[src/sv/ajd_pkg.sv]
package ajd_pkg;

  localparam int CFG_W = 16;
  localparam int TH_W  = 7;
  localparam int PCT_W = 8;
  localparam int ADDR_W = 5;
  localparam int DATA_W = 32;

  // Calibration margins are pushed this far past the middle when they sit
  // on the wrong side, and middles are raised to at least this value.
  localparam int CAL_DISTANCE = 100;
  localparam logic [TH_W-1:0] PCT_FULL = 7'd100;

  localparam logic [CFG_W-1:0] X_MIDDLE_RST = 16'd32768;
  localparam logic [CFG_W-1:0] X_LEFT_RST   = 16'd0;
  localparam logic [CFG_W-1:0] X_RIGHT_RST  = 16'd65535;
  localparam logic [CFG_W-1:0] Y_MIDDLE_RST = 16'd32768;
  localparam logic [CFG_W-1:0] Y_UPPER_RST  = 16'd0;
  localparam logic [CFG_W-1:0] Y_LOWER_RST  = 16'd65535;
  localparam logic [TH_W-1:0]  THRESH_RST   = 7'd25;

  localparam logic [2:0] REG_X_MIDDLE = 3'd0;
  localparam logic [2:0] REG_X_LEFT   = 3'd1;
  localparam logic [2:0] REG_X_RIGHT  = 3'd2;
  localparam logic [2:0] REG_Y_MIDDLE = 3'd3;
  localparam logic [2:0] REG_Y_UPPER  = 3'd4;
  localparam logic [2:0] REG_Y_LOWER  = 3'd5;
  localparam logic [2:0] REG_THRESH   = 3'd6;
  localparam logic [2:0] REG_ENABLE   = 3'd7;

  localparam logic [1:0] EV_NONE     = 2'd0;
  localparam logic [1:0] EV_PRESSED  = 2'd1;
  localparam logic [1:0] EV_HELD     = 2'd2;
  localparam logic [1:0] EV_RELEASED = 2'd3;

  typedef enum logic [2:0] {
    ST_IDLE,
    ST_FIXM,
    ST_FIXR,
    ST_LOAD,
    ST_RUN,
    ST_DONE
  } ajd_state_t;

endpackage

[src/sv/analog_joystick_digitizer.sv]
// An input beat passes the middle fix, margin fix, lane load and compare states; the done
// state loads its result once the output register is free; no new beat is taken meanwhile.
// The bit-serial multiply-compare walks distance and range of all four lanes one bit a cycle.
// One waiting result does not block the next input beat; the output register holds it.
// Reset (synchronous, active high) loads the calibration defaults and clears the
// fault flag, the last button state and all handshake state.
module analog_joystick_digitizer #(
  parameter int AXIS_BITS = 16
) (
  input  logic                      clk,
  input  logic                      rst,
  input  logic                      in_valid,
  output logic                      in_stall,
  input  logic [AXIS_BITS-1:0]      x_position,
  input  logic [AXIS_BITS-1:0]      y_position,
  input  logic                      button_one,
  input  logic                      button_two,
  input  logic                      read_ok,
  output logic                      out_valid,
  input  logic                      out_stall,
  output logic                      dir_left,
  output logic                      dir_right,
  output logic                      dir_up,
  output logic                      dir_down,
  output logic                      fire_one,
  output logic                      fire_two,
  output logic [1:0]                button_event,
  input  logic                      psel,
  input  logic                      penable,
  input  logic                      pwrite,
  input  logic [ajd_pkg::ADDR_W-1:0] paddr,
  input  logic [ajd_pkg::DATA_W-1:0] pwdata,
  output logic [ajd_pkg::DATA_W-1:0] prdata,
  output logic                      pready
);
  import ajd_pkg::*;

  localparam int ACC_W = AXIS_BITS + 9;
  localparam int CNT_W = (AXIS_BITS > 1) ? $clog2(AXIS_BITS) : 1;
  localparam logic [AXIS_BITS-1:0] CAL_A = AXIS_BITS'(CAL_DISTANCE);

  // Configuration registers.
  logic [CFG_W-1:0] x_middle, x_left, x_right, y_middle, y_upper, y_lower;
  logic [TH_W-1:0]  threshold_percent;
  logic             enable;
  logic [2:0]       reg_index;
  logic             reg_write;

  // Control state.
  ajd_state_t state, state_next;
  logic       device_failed;
  logic       last_button;
  logic [CNT_W-1:0] cnt;

  // Item payload.
  logic [AXIS_BITS-1:0] xp, yp;
  logic                 active;
  logic                 f1_pend, f2_pend;
  logic [1:0]           ev_pend;

  // Sanitized calibration.
  logic [AXIS_BITS-1:0] xm, ym, xl, xr, yu, yd;

  // Lanes: 0 left, 1 right, 2 up, 3 down.
  logic [AXIS_BITS-1:0]    dist_sh [4];
  logic [AXIS_BITS-1:0]    rng_sh  [4];
  logic signed [ACC_W-1:0] acc     [4];
  logic signed [ACC_W-1:0] acc_next [4];
  logic [3:0] lane_ok, lane_deg, lane_dnz, lane_hit;
  logic [AXIS_BITS-1:0] ld_dist [4];
  logic [AXIS_BITS-1:0] ld_rng  [4];
  logic [3:0] ld_ok;
  logic [AXIS_BITS-1:0] l_mid [4];
  logic [AXIS_BITS-1:0] l_mar [4];
  logic [AXIS_BITS-1:0] l_pos [4];

  logic in_take, out_load;
  logic act_now, f1_now, f2_now, btn_now;
  logic [PCT_W-1:0] th1;
  logic [AXIS_BITS:0] xr_sum, yd_sum;
  logic [AXIS_BITS-1:0] x_mid_a, y_mid_a, x_left_a, x_right_a, y_upper_a, y_lower_a;

  // ---------------- configuration port ----------------
  assign pready    = 1'b1;
  assign reg_index = paddr[4:2];
  assign reg_write = psel & penable & pwrite & pready;

  always_ff @(posedge clk) begin
    if (rst) begin
      x_middle          <= X_MIDDLE_RST;
      x_left            <= X_LEFT_RST;
      x_right           <= X_RIGHT_RST;
      y_middle          <= Y_MIDDLE_RST;
      y_upper           <= Y_UPPER_RST;
      y_lower           <= Y_LOWER_RST;
      threshold_percent <= THRESH_RST;
      enable            <= 1'b0;
    end else if (reg_write) begin
      case (reg_index)
        REG_X_MIDDLE: x_middle          <= pwdata[CFG_W-1:0];
        REG_X_LEFT:   x_left            <= pwdata[CFG_W-1:0];
        REG_X_RIGHT:  x_right           <= pwdata[CFG_W-1:0];
        REG_Y_MIDDLE: y_middle          <= pwdata[CFG_W-1:0];
        REG_Y_UPPER:  y_upper           <= pwdata[CFG_W-1:0];
        REG_Y_LOWER:  y_lower           <= pwdata[CFG_W-1:0];
        REG_THRESH:   threshold_percent <= pwdata[TH_W-1:0];
        REG_ENABLE:   enable            <= pwdata[0];
        default: ;
      endcase
    end
  end

  always_comb begin
    case (reg_index)
      REG_X_MIDDLE: prdata = DATA_W'(x_middle);
      REG_X_LEFT:   prdata = DATA_W'(x_left);
      REG_X_RIGHT:  prdata = DATA_W'(x_right);
      REG_Y_MIDDLE: prdata = DATA_W'(y_middle);
      REG_Y_UPPER:  prdata = DATA_W'(y_upper);
      REG_Y_LOWER:  prdata = DATA_W'(y_lower);
      REG_THRESH:   prdata = DATA_W'(threshold_percent);
      REG_ENABLE:   prdata = DATA_W'(enable);
      default:      prdata = '0;
    endcase
  end

  // ---------------- sequencer ----------------
  always_comb begin
    state_next = state;
    case (state)
      ST_IDLE: if (in_valid) state_next = ST_FIXM;
      ST_FIXM: state_next = ST_FIXR;
      ST_FIXR: state_next = ST_LOAD;
      ST_LOAD: state_next = ST_RUN;
      ST_RUN:  if (cnt == '0) state_next = ST_DONE;
      ST_DONE: if (!out_valid || !out_stall) state_next = ST_IDLE;
      default: state_next = ST_IDLE;
    endcase
  end

  always_comb begin
    in_stall = (state != ST_IDLE);
    out_load = (state == ST_DONE) && (!out_valid || !out_stall);
  end

  assign in_take = in_valid & ~in_stall;

  always_ff @(posedge clk) begin
    if (rst) state <= ST_IDLE;
    else     state <= state_next;
  end

  // ---------------- accept: fault, buttons, event ----------------
  // A failed read while enabled sets a sticky fault and the beat counts as idle.
  assign act_now = enable & ~device_failed & read_ok;
  assign f1_now  = act_now & button_one;
  assign f2_now  = act_now & button_two;
  assign btn_now = f1_now | f2_now;

  always_ff @(posedge clk) begin
    if (rst) begin
      device_failed <= 1'b0;
      last_button   <= 1'b0;
    end else if (in_take) begin
      if (enable && !device_failed && !read_ok) device_failed <= 1'b1;
      last_button <= btn_now;
    end
  end

  always_ff @(posedge clk) begin
    if (in_take) begin
      xp      <= x_position;
      yp      <= y_position;
      active  <= act_now;
      f1_pend <= f1_now;
      f2_pend <= f2_now;
      if (btn_now) ev_pend <= last_button ? EV_HELD : EV_PRESSED;
      else         ev_pend <= last_button ? EV_RELEASED : EV_NONE;
    end
  end

  // ---------------- calibration cleanup ----------------
  assign x_mid_a   = AXIS_BITS'(x_middle);
  assign y_mid_a   = AXIS_BITS'(y_middle);
  assign x_left_a  = AXIS_BITS'(x_left);
  assign x_right_a = AXIS_BITS'(x_right);
  assign y_upper_a = AXIS_BITS'(y_upper);
  assign y_lower_a = AXIS_BITS'(y_lower);
  assign xr_sum    = {1'b0, xm} + {1'b0, CAL_A};
  assign yd_sum    = {1'b0, ym} + {1'b0, CAL_A};

  always_ff @(posedge clk) begin
    if (state == ST_FIXM) begin
      xm <= (x_mid_a <= CAL_A) ? CAL_A : x_mid_a;
      ym <= (y_mid_a <= CAL_A) ? CAL_A : y_mid_a;
    end
    if (state == ST_FIXR) begin
      xl <= (x_left_a >= xm) ? xm - CAL_A : x_left_a;
      yu <= (y_upper_a >= ym) ? ym - CAL_A : y_upper_a;
      if (x_right_a <= xm) xr <= xr_sum[AXIS_BITS] ? '1 : xr_sum[AXIS_BITS-1:0];
      else                 xr <= x_right_a;
      if (y_lower_a <= ym) yd <= yd_sum[AXIS_BITS] ? '1 : yd_sum[AXIS_BITS-1:0];
      else                 yd <= y_lower_a;
    end
  end

  // ---------------- lane setup ----------------
  // Even lanes have their margin below the middle, odd lanes above it.
  // An upper margin can only equal its middle when saturated at the axis
  // maximum; then any sample away from the middle counts as full deflection.
  always_comb begin
    l_mid[0] = xm; l_mid[1] = xm; l_mid[2] = ym; l_mid[3] = ym;
    l_mar[0] = xl; l_mar[1] = xr; l_mar[2] = yu; l_mar[3] = yd;
    l_pos[0] = xp; l_pos[1] = xp; l_pos[2] = yp; l_pos[3] = yp;
    for (int i = 0; i < 4; i++) begin
      if (i % 2 == 0) begin
        ld_ok[i]   = (l_pos[i] <= l_mid[i]);
        ld_dist[i] = l_mid[i] - l_pos[i];
        ld_rng[i]  = l_mid[i] - l_mar[i];
      end else begin
        ld_rng[i] = l_mar[i] - l_mid[i];
        if (l_mar[i] == l_mid[i]) begin
          ld_ok[i]   = 1'b1;
          ld_dist[i] = l_mid[i] - l_pos[i];
        end else begin
          ld_ok[i]   = (l_pos[i] >= l_mid[i]);
          ld_dist[i] = l_pos[i] - l_mid[i];
        end
      end
    end
  end

  // ---------------- bit-serial compare ----------------
  // pct > th is the same as dist*100 >= (th+1)*range. Both products are
  // formed MSB first, one bit of dist and range per cycle, into one signed
  // accumulator per lane.
  assign th1 = {1'b0, threshold_percent} + PCT_W'(1);

  always_comb begin
    for (int i = 0; i < 4; i++) begin
      acc_next[i] = (acc[i] <<< 1)
                  + (dist_sh[i][AXIS_BITS-1] ? ACC_W'(CAL_DISTANCE) : ACC_W'(0))
                  - (rng_sh[i][AXIS_BITS-1] ? ACC_W'(th1) : ACC_W'(0));
    end
  end

  always_ff @(posedge clk) begin
    if (state == ST_LOAD) begin
      cnt <= CNT_W'(AXIS_BITS - 1);
      for (int i = 0; i < 4; i++) begin
        dist_sh[i]  <= ld_dist[i];
        rng_sh[i]   <= ld_rng[i];
        acc[i]      <= '0;
        lane_ok[i]  <= ld_ok[i];
        lane_deg[i] <= (ld_rng[i] == '0);
        lane_dnz[i] <= (ld_dist[i] != '0);
      end
    end else if (state == ST_RUN) begin
      cnt <= cnt - CNT_W'(1);
      for (int i = 0; i < 4; i++) begin
        dist_sh[i] <= dist_sh[i] << 1;
        rng_sh[i]  <= rng_sh[i] << 1;
        acc[i]     <= acc_next[i];
      end
    end
  end

  always_comb begin
    for (int i = 0; i < 4; i++) begin
      lane_hit[i] = active && lane_ok[i] && (threshold_percent < PCT_FULL) &&
                    (lane_deg[i] ? lane_dnz[i] : !acc[i][ACC_W-1]);
    end
  end

  // ---------------- output register ----------------
  always_ff @(posedge clk) begin
    if (rst) begin
      out_valid <= 1'b0;
    end else if (out_load) begin
      out_valid <= 1'b1;
    end else if (out_valid && !out_stall) begin
      out_valid <= 1'b0;
    end
  end

  always_ff @(posedge clk) begin
    if (out_load) begin
      dir_left     <= lane_hit[0];
      dir_right    <= lane_hit[1] & ~lane_hit[0];
      dir_up       <= lane_hit[2];
      dir_down     <= lane_hit[3] & ~lane_hit[2];
      fire_one     <= f1_pend;
      fire_two     <= f2_pend;
      button_event <= ev_pend;
    end
  end

endmodule

[config.mk]
export PLATFORM = sky130hd
export DESIGN_NAME = analog_joystick_digitizer
export DESIGN_NICKNAME = d
export VERILOG_FILES = /design/src/sv/ajd_pkg.sv /design/src/sv/analog_joystick_digitizer.sv
export SDC_FILE = /design/constraint.sdc
export NUM_CORES = 1
export LEC_CHECK = 0
export ABC_AREA = 0
export BUFFER_PORTS_ARGS = -buffer_cell sky130_fd_sc_hd__buf_2
export CAP_MARGIN = 20
export CORE_MARGIN = 3
export CORE_UTILIZATION = 45
export DETAILED_ROUTE_END_ITERATION = 6
export REMOVE_ABC_BUFFERS = 1
export SLEW_MARGIN = 5
export SYNTH_ARGS = -nofsm -noshare
export SYNTH_HDL_FRONTEND = slang
export SYNTH_SLANG_ARGS = --single-unit
[constraint.sdc]
create_clock -name clk -period 17.03 [get_ports clk]
set_clock_uncertainty 0.1 [all_clocks]
set_input_delay 3.406 -clock clk [delete_from_list [all_inputs] [get_ports clk]]
set_output_delay 3.406 -clock clk [all_outputs]
set_load 0.02 [all_outputs]
---- Word level (Yosys, flattened, before mapping) ----
Memories as Yosys holds them, arrays and structs flattened.
Index checks and enable logic that the tools add are counted.
word-level totals
  flip-flop bits (word level) ............. 267
  word-level logic and storage cells ...... 211
  memories ................................ 3
  input port bits ......................... 79
  output and inout bits ................... 43
  bits in writable memories ............... 228
memories
  memory   words  bits a word  rd ports  clocked after Yosys merged registers in  wr ports  line                             text
  acc      4      25           4         0                                        4         analog_joystick_digitizer.sv:67  logic signed [ACC_W-1:0] acc [4];
  dist_sh  4      16           4         0                                        4         analog_joystick_digitizer.sv:65  logic [AXIS_BITS-1:0] dist_sh [4];
  rng_sh   4      16           4         0                                        4         analog_joystick_digitizer.sv:66  logic [AXIS_BITS-1:0] rng_sh [4];
operators by class
  mux-type cells .......................... 47
  eq/ne operators ......................... 17
  reduce and logical (&&, ||, !) cells .... 48
  bitwise logic cells ..................... 26
  $add $sub $neg .......................... 22
  order comparisons ....................... 11
operator list
  cell                   count
  $mux 16                16
  $pmux 32 s8            1
  $sub 16x16->16         8
  $add 25x7->25          4
  $mux 25                4
  $sub 25x8->25          4
  $ge 16x16->1           4
  $le 16x16->1           4
  $logic_not 16->1       4
  $reduce_bool 16->1     4
  $add 16x7->17 const B  2
  $eq 16x16->1           2
  $le 16x7->1 const B    2
  $mux 8                 4
  $sub 16x7->16 const B  2
  $mux 7                 4
  $eq 3x3->1 const B     6
  $pmux 3 s6             1
  $reduce_and 2->1       9
  $logic_and 1x1->1      16
  $or 1x1->1             13
  $eq 3x2->1 const B     4
  $mux 1                 11
  $and 1x1->1            9
  other kinds (15)       33

---- Logic depth before layout (Yosys ltp) ----
Gate-level depths: netlist (run 1).
  depth after elaboration ................. 6
  gate-level depth with buffers ........... 17
  mapped depth without buffers ............ 17

---- Worst setup path after synthesis (run 1) ----
No wires, ideal clock.
  path kind ............................... input-to-output
  from .................................... input port paddr[3] (netlist name)
  to ...................................... output port prdata[3] (netlist name)
  stages .................................. 7
  buffers on the path ..................... 3
  data required time ...................... 13524 ps
  slack ................................... 8229 ps
  arrival ................................. 5295 ps
  cell sequence ........................... clkbuf_1 > buf_1 > clkbuf_1 > mux2i_1 > nor2_1 > a21oi_1 > o21ai_0
between the ends
  word-level cells in the longest chain between the ends .. 2
  elaborated cells on any way between the ends .. 9
  classes of those cells .................. 7 x eq/ne; 1 x mux; 1 x reduce/logical
RTL lines
  element                             line                              text
  start: declaration                  analog_joystick_digitizer.sv:31   input logic [ajd_pkg::ADDR_W-1:0] paddr,
  $eq 3x3->1 (tied with other cells)  analog_joystick_digitizer.sv:114  case (reg_index)
  $pmux 32 s8 *                       analog_joystick_digitizer.sv:114
  end: declaration                    analog_joystick_digitizer.sv:33   output logic [ajd_pkg::DATA_W-1:0] prdata,
Every way passes the cells marked *; elsewhere a longest branch is shown, timed or not. The select of a mux whose other input is x is not followed.

---- Worst setup path after layout (run 1) ----
  from .................................... input port paddr[3] (netlist name)
  to ...................................... output port prdata[0] (netlist name)
The elaborated chain is that of the path after synthesis.

==> flow_metrics.env, run 1 <==
export IMPL_drive_gt1_share_pct=8.80
export IMPL_status="complete, no violations"
export IMPL_r2r_setup_slack_ns=11.76
export IMPL_cap_violations=0
export IMPL_crit_path_frequent_cell="buf_2"
export IMPL_path_clk_slew_ns=0.06
export IMPL_hold_buffers=0
export IMPL_ys_types=88
export IMPL_fmax_ghz=0.109
export IMPL_p_int_uw=2410
export IMPL_die_y_um=278
export IMPL_clock_sinks=494
export IMPL_synth_main_ff_cell="edfxtp_1"
export IMPL_setup_viol=0
export IMPL_post_route_period_util_pct=54.1
export IMPL_syn_inst=3449
export IMPL_syn_area_um2=33200
export IMPL_die_w_um=278
export IMPL_tns_ns=0
export IMPL_overflow=0
export IMPL_yosys_area_top_type="edfxtp_1"
export IMPL_dr_total_vias=25100
export IMPL_core_um2=72300
export IMPL_tightest_slew_ns=1.13
export IMPL_reg_top3="acc: 100 flops, rng_sh: 64 flops, dist_sh: 63 flops"
export IMPL_fin_util_pct=50.0
export IMPL_drt_first_pass_iters=5
export IMPL_post_cts_resized=0
export IMPL_wl_um=86600
export IMPL_synth_edf_count=375
export IMPL_cts_setup_buffers=0
export IMPL_swShare_pct=29.3
export IMPL_path_max_fanout=38
export IMPL_ys_warn_count=0
export IMPL_start_util_pct=45.9
export IMPL_finalHoldViolations=0
export IMPL_fillers=6802
export IMPL_crit_arrival_ns=5.71
export IMPL_place_hpwl_um=62200
export IMPL_min_path_cells=0
export IMPL_whs_ns=0.323
export IMPL_yosysMostFrequentCell="edfxtp_1"
export IMPL_grt_pass1_wl_um=136000
export IMPL_io_buffers=86
export IMPL_numCtsBuffers=56
export IMPL_grt_usage_pct=22.1
export IMPL_io_pins=122
export IMPL_insertion_delay_ns=0.63
export IMPL_synth_common_cells="edfxtp_1, nand2_1, ha_1"
export IMPL_cts_root_buffer="clkbuf_16"
export IMPL_largest_reg_flops=100
export IMPL_synth_top_area_share_pct=33.9
export IMPL_min_path_type="reg -> reg"
export IMPL_area_growth_pct=9.00
export IMPL_period_minus_slack_ns=9.21
export IMPL_ff2ff_path_depth=16
export IMPL_seq_power_share_pct=42.0
export IMPL_yosys_register_bits=494
export IMPL_cp_end_kind="primary output"
export IMPL_total_power_uw=3410
export IMPL_start_kind="primary input"
export IMPL_drtIter0Drc=2056
export IMPL_grt_start_max_net_pins=91
export IMPL_crit_reg2reg_launch="threshold_percent[0]"
export IMPL_rows=98
export IMPL_cp_required_ns=13.52
export IMPL_clockBufferDepth=3
export IMPL_antenna_found_initial=2
export IMPL_async_flop_share_pct=0
export IMPL_path_cells="buf_2, inv_1, nor2_1, nand2_1, o22ai_1, a21oi_1, o21ai_0, o21a_1, buf_2"
export IMPL_cp_slowest_cell="buf_2"
export IMPL_grt_setup_unrepaired="false"
export IMPL_synth_seq_area_share_pct=41.1
export IMPL_criticalPathCategory="in -> out"
export IMPL_maxSlewHeadroom_pct=24.1
export IMPL_largest_register="acc"
export IMPL_timing_rr_end="acc[2][24]"
export IMPL_globalplace_congestion=0.915
export IMPL_cts_tree="yes"
export IMPL_min_to="button_event[1]"
export IMPL_htree_levels=2
export IMPL_p_per_area_nw_per_um2=94.1
export IMPL_maxSlewViolCount=0
export IMPL_die_area_um2=77100
export IMPL_antenna_left=0
export IMPL_peakVddDrop_v=0.0000720
export IMPL_max_stage_delay_ns=0.64
export IMPL_synthTopCellsByArea="edfxtp_1, ha_1, dfxtp_1"
export IMPL_power_switching_uw=996
export IMPL_clkPwrFrac_pct=37.2
export IMPL_leakage_uw=0.0147
export IMPL_min_from="ev_pend[1]"
export IMPL_final_nets=3855
export IMPL_syn_area_per_cell_um2=9.63
export IMPL_post_drt_via_cell_ratio=5.63
export IMPL_wl_per_cell_um=19.4
export IMPL_drc=0
export IMPL_pwr_share_comb_pct=20.8
export IMPL_first_global_vias=23800
## power groups by stage
| stage | sequential (µW) | combinational, µW | clock, µW |
|---|---|---|---|
| 6_report | 1430 | 708 | 1270 |
| 5_1_grt | 1440 | 793 | 1340 |
| 4_1_cts | 1430 | 705 | 1300 |
| 3_5_place_dp | 1460 | 701 | 0 |
| 3_3_place_gp | 1460 | 696 | 0 |
| 2_1_floorplan | 1440 | 529 | 0 |
## placed cells by master (no fill, tap or decap), drive strengths merged, types with 45 or more instances in the layout
cell type  count
ha           300
xnor2        142
a22o          79
a21oi        256
clkbuf        77
xor2          78
edfxtp       375
nor2         278
a21o          84
nand2        336
nor3          66
nor2b         76
nand3         55
inv          254
dfxtp        119
buf          106
mux2          65
nand2b        45
o21ai        163
## logic make-up (layout without fill, tap and decap cells)
| family | Yosys count | after routing | synth area share (%) |
|---|---|---|---|
| simple gates | 1039 | 1039 | 14.8 |
| compound gates | 829 | 829 | 16.3 |
| flops | 494 | 494 | 41.1 |
| buf+inv | 431 | 467 | 5.32 |
| fa+ha+maj | 324 | 324 | 12.8 |
| xor+xnor | 220 | 220 | 5.80 |
| mux | 110 | 110 | 3.86 |
| other cells | 2 | 18 | 0.0226 |
## area by class of cell
| cell class | instances | area [µm²] | area share [%] |
|---|---|---|---|
| clock inverters | 29 | 325 | 0.899 |
| multi-input cells | 2539 | 17900 | 49.4 |
| inverters | 255 | 958 | 2.65 |
| clock buffers | 77 | 1600 | 4.42 |
| diodes | 1 | 2.50 | 0.00691 |
| well taps | 950 | 1190 | 3.28 |
| flip-flops and latches | 494 | 13600 | 37.7 |
| repair buffers | 106 | 583 | 1.61 |
## worst max path at each step
stage          cells past startpoint  startpoint        end  slack (ns)
2_1_floorplan                      3    state[0]  acc[0][0]        7.36
3_3_place_gp                       9    paddr[3]  prdata[0]        7.90
3_5_place_dp                       9    paddr[3]  prdata[0]        7.86
4_1_cts                            9    paddr[3]  prdata[0]        7.86
5_1_grt                            9    paddr[3]  prdata[0]        7.67
6_report                           9    paddr[3]  prdata[0]        7.82
## critical path: cells and delay by family
kind,cells,cell delay [ns]
buffers and inverters,3,1.17
AO/OA/AOI/OAI,4,0.58
AND/OR/NAND/NOR,2,0.52
## metal layers
metal | global-route usage (%) | part of all wire [%] | vias to the layer above
li1 | - | - | 12400
met1 | 31.9 | 47 | 11900
met2 | 35.0 | 44 | 665
met3 | 3.59 | 6.6 | 103
met4 | 4.67 | 1.8 | 0
met5 | 0 | 0 | -
## metrics by stage
| stage | setup WS [ns] | area (µm²) | instances |
|---|---|---|---|
| 2_1_floorplan | 7.36 | 32500 | 3288 |
| 3_3_place_gp | 7.90 | 34300 | 4344 |
| 3_5_place_dp | 7.86 | 34300 | 4344 |
| 4_1_cts | 7.86 | 36200 | 4450 |
| 5_1_grt | 7.67 | 36200 | 4450 |
| 6_report | 7.82 | 36200 | 4451 |
Power figures use the tool's default switching activity.
==> inputs of run 2 (changes only) <==
==> constraint.sdc (replaced) <==
create_clock -name clk -period 8.3 [get_ports clk]
set_clock_uncertainty 0.1 [all_clocks]
set_input_delay 1.66 -clock clk [delete_from_list [all_inputs] [get_ports clk]]
set_output_delay 1.66 -clock clk [all_outputs]
set_load 0.02 [all_outputs]
==> flow_metrics.env, run 2 (same netlist as run 1, synthesis figures left out) <==
export IMPL_path_clk_slew_ns=0.06
export IMPL_grt_start_max_net_pins=109
export IMPL_overflow=0
export IMPL_post_route_period_util_pct=69.3
export IMPL_min_path_type="reg -> reg"
export IMPL_maxSlewHeadroom_pct=27.3
export IMPL_reg_top3="acc: 100 flops, rng_sh: 64 flops, dist_sh: 63 flops"
export IMPL_drive_gt1_share_pct=8.94
export IMPL_area_growth_pct=9.58
export IMPL_cts_root_buffer="clkbuf_16"
export IMPL_io_pins=122
export IMPL_drt_first_pass_iters=5
export IMPL_setup_viol=0
export IMPL_fmax_ghz=0.174
export IMPL_fillers=6738
export IMPL_die_y_um=278
export IMPL_layout_common_cells="edfxtp_1, nand2_1, ha_1, nor2_1, a21oi_1"
export IMPL_cap_violations=0
export IMPL_leakage_uw=0.0148
export IMPL_core_um2=72300
export IMPL_clock_sinks=494
export IMPL_cts_setup_buffers=0
export IMPL_tightest_slew_ns=1.08
export IMPL_grt_setup_unrepaired="false"
export IMPL_post_cts_resized=0
export IMPL_antenna_found_initial=0
export IMPL_n_antenna_cell=0
export IMPL_insertion_delay_ns=0.63
export IMPL_cts_tree="yes"
export IMPL_first_global_vias=24100
export IMPL_final_nets=3857
export IMPL_criticalPathCategory="in -> out"
export IMPL_die_w_um=278
export IMPL_path_max_fanout=38
export IMPL_layout_setup_ws_ns=2.54
export IMPL_p_per_area_nw_per_um2=196
export IMPL_globalplace_congestion=0.895
export IMPL_drtIter0Drc=1999
export IMPL_rows=98
export IMPL_htree_levels=2
export IMPL_dp_cells=4343
export IMPL_grt_usage_pct=22.2
export IMPL_peakVddDrop_v=0.000174
export IMPL_finalHoldViolations=0
export IMPL_preCtsSetupSlack_ns=2.62
export IMPL_status="complete, no violations"
export IMPL_place_hpwl_um=62200
export IMPL_post_drt_via_cell_ratio=5.64
export IMPL_die_area_um2=77100
export IMPL_cp_required_ns=6.54
export IMPL_hold_buffers=0
export IMPL_cp_end_kind="primary output"
export IMPL_wl_per_cell_um=19.5
export IMPL_largest_reg_flops=100
export IMPL_wl_um=86800
export IMPL_start_kind="primary input"
export IMPL_antenna_left=0
export IMPL_clockBufferDepth=3
export IMPL_fin_util_pct=50.3
export IMPL_fin_cells=4453
export IMPL_largest_register="acc"
export IMPL_maxSlewViolCount=0
export IMPL_crit_arrival_ns=4.00
export IMPL_drc=0
export IMPL_grt_pass1_wl_um=137000
export IMPL_final_common_cell="edfxtp_1"
export IMPL_dr_total_vias=25100
export IMPL_numCtsBuffers=57
export IMPL_period_minus_slack_ns=5.76
export IMPL_start_util_pct=45.9
export IMPL_io_buffers=86
[run 2: area by class of cell]
cell class	instances	area, µm²	area share [%]
clock inverter	24	293	0.805
clock buffer	84	1790	4.91
sequential	494	13600	37.5
multi-input combinational	2539	17900	49.2
tap	950	1190	3.27
inverter	255	958	2.63
timing repair buffer	107	623	1.71
[run 2: final timing paths]
check | depth (start not counted) | slack, ns | end | startpoint
setup / recovery | 9 | 2.54 | prdata[0] | paddr[3]
hold reg to reg | 0 | 0.32 | fire_two | f2_pend
setup reg to reg | 11 | 3.16 | lane_dnz[1] | xm[7]
hold / removal | 0 | 0.32 | fire_two | f2_pend
[run 2: per-stage QoR]
stage	setup TNS, ns	hold WS [ns]	instance area, µm²	power, µW
floorplan	-304.15	0.300	32500	4050
global placement	0	0.301	34300	4420
detailed placement	0	0.305	34300	4430
CTS	0	0.320	36300	7190
global route	0	0.330	36400	7500
finish	0	0.320	36400	7140
[run 2: metal layers]
metal  GRT usage (%)  wire length (µm)
met1            32.0             41000
met2            35.1             38400
met3            3.09              5310
met4            5.54              2080
met5               0                 0
[run 2: critical path, cell delays in order]
cell,delay (ns)
buf_2,0.66
inv_1,0.30
nor2_1,0.39
nand2_1,0.11
o22ai_1,0.13
a21oi_1,0.07
o21ai_0,0.15
o21a_1,0.29
buf_2,0.21
[run 2: report_power, final]
| group | switching, µW | total [µW] | internal (µW) |
|---|---|---|---|
| registers | 105 | 2940 | 2830 |
| logic | 881 | 1460 | 576 |
| clock network | 1070 | 2750 | 1680 |
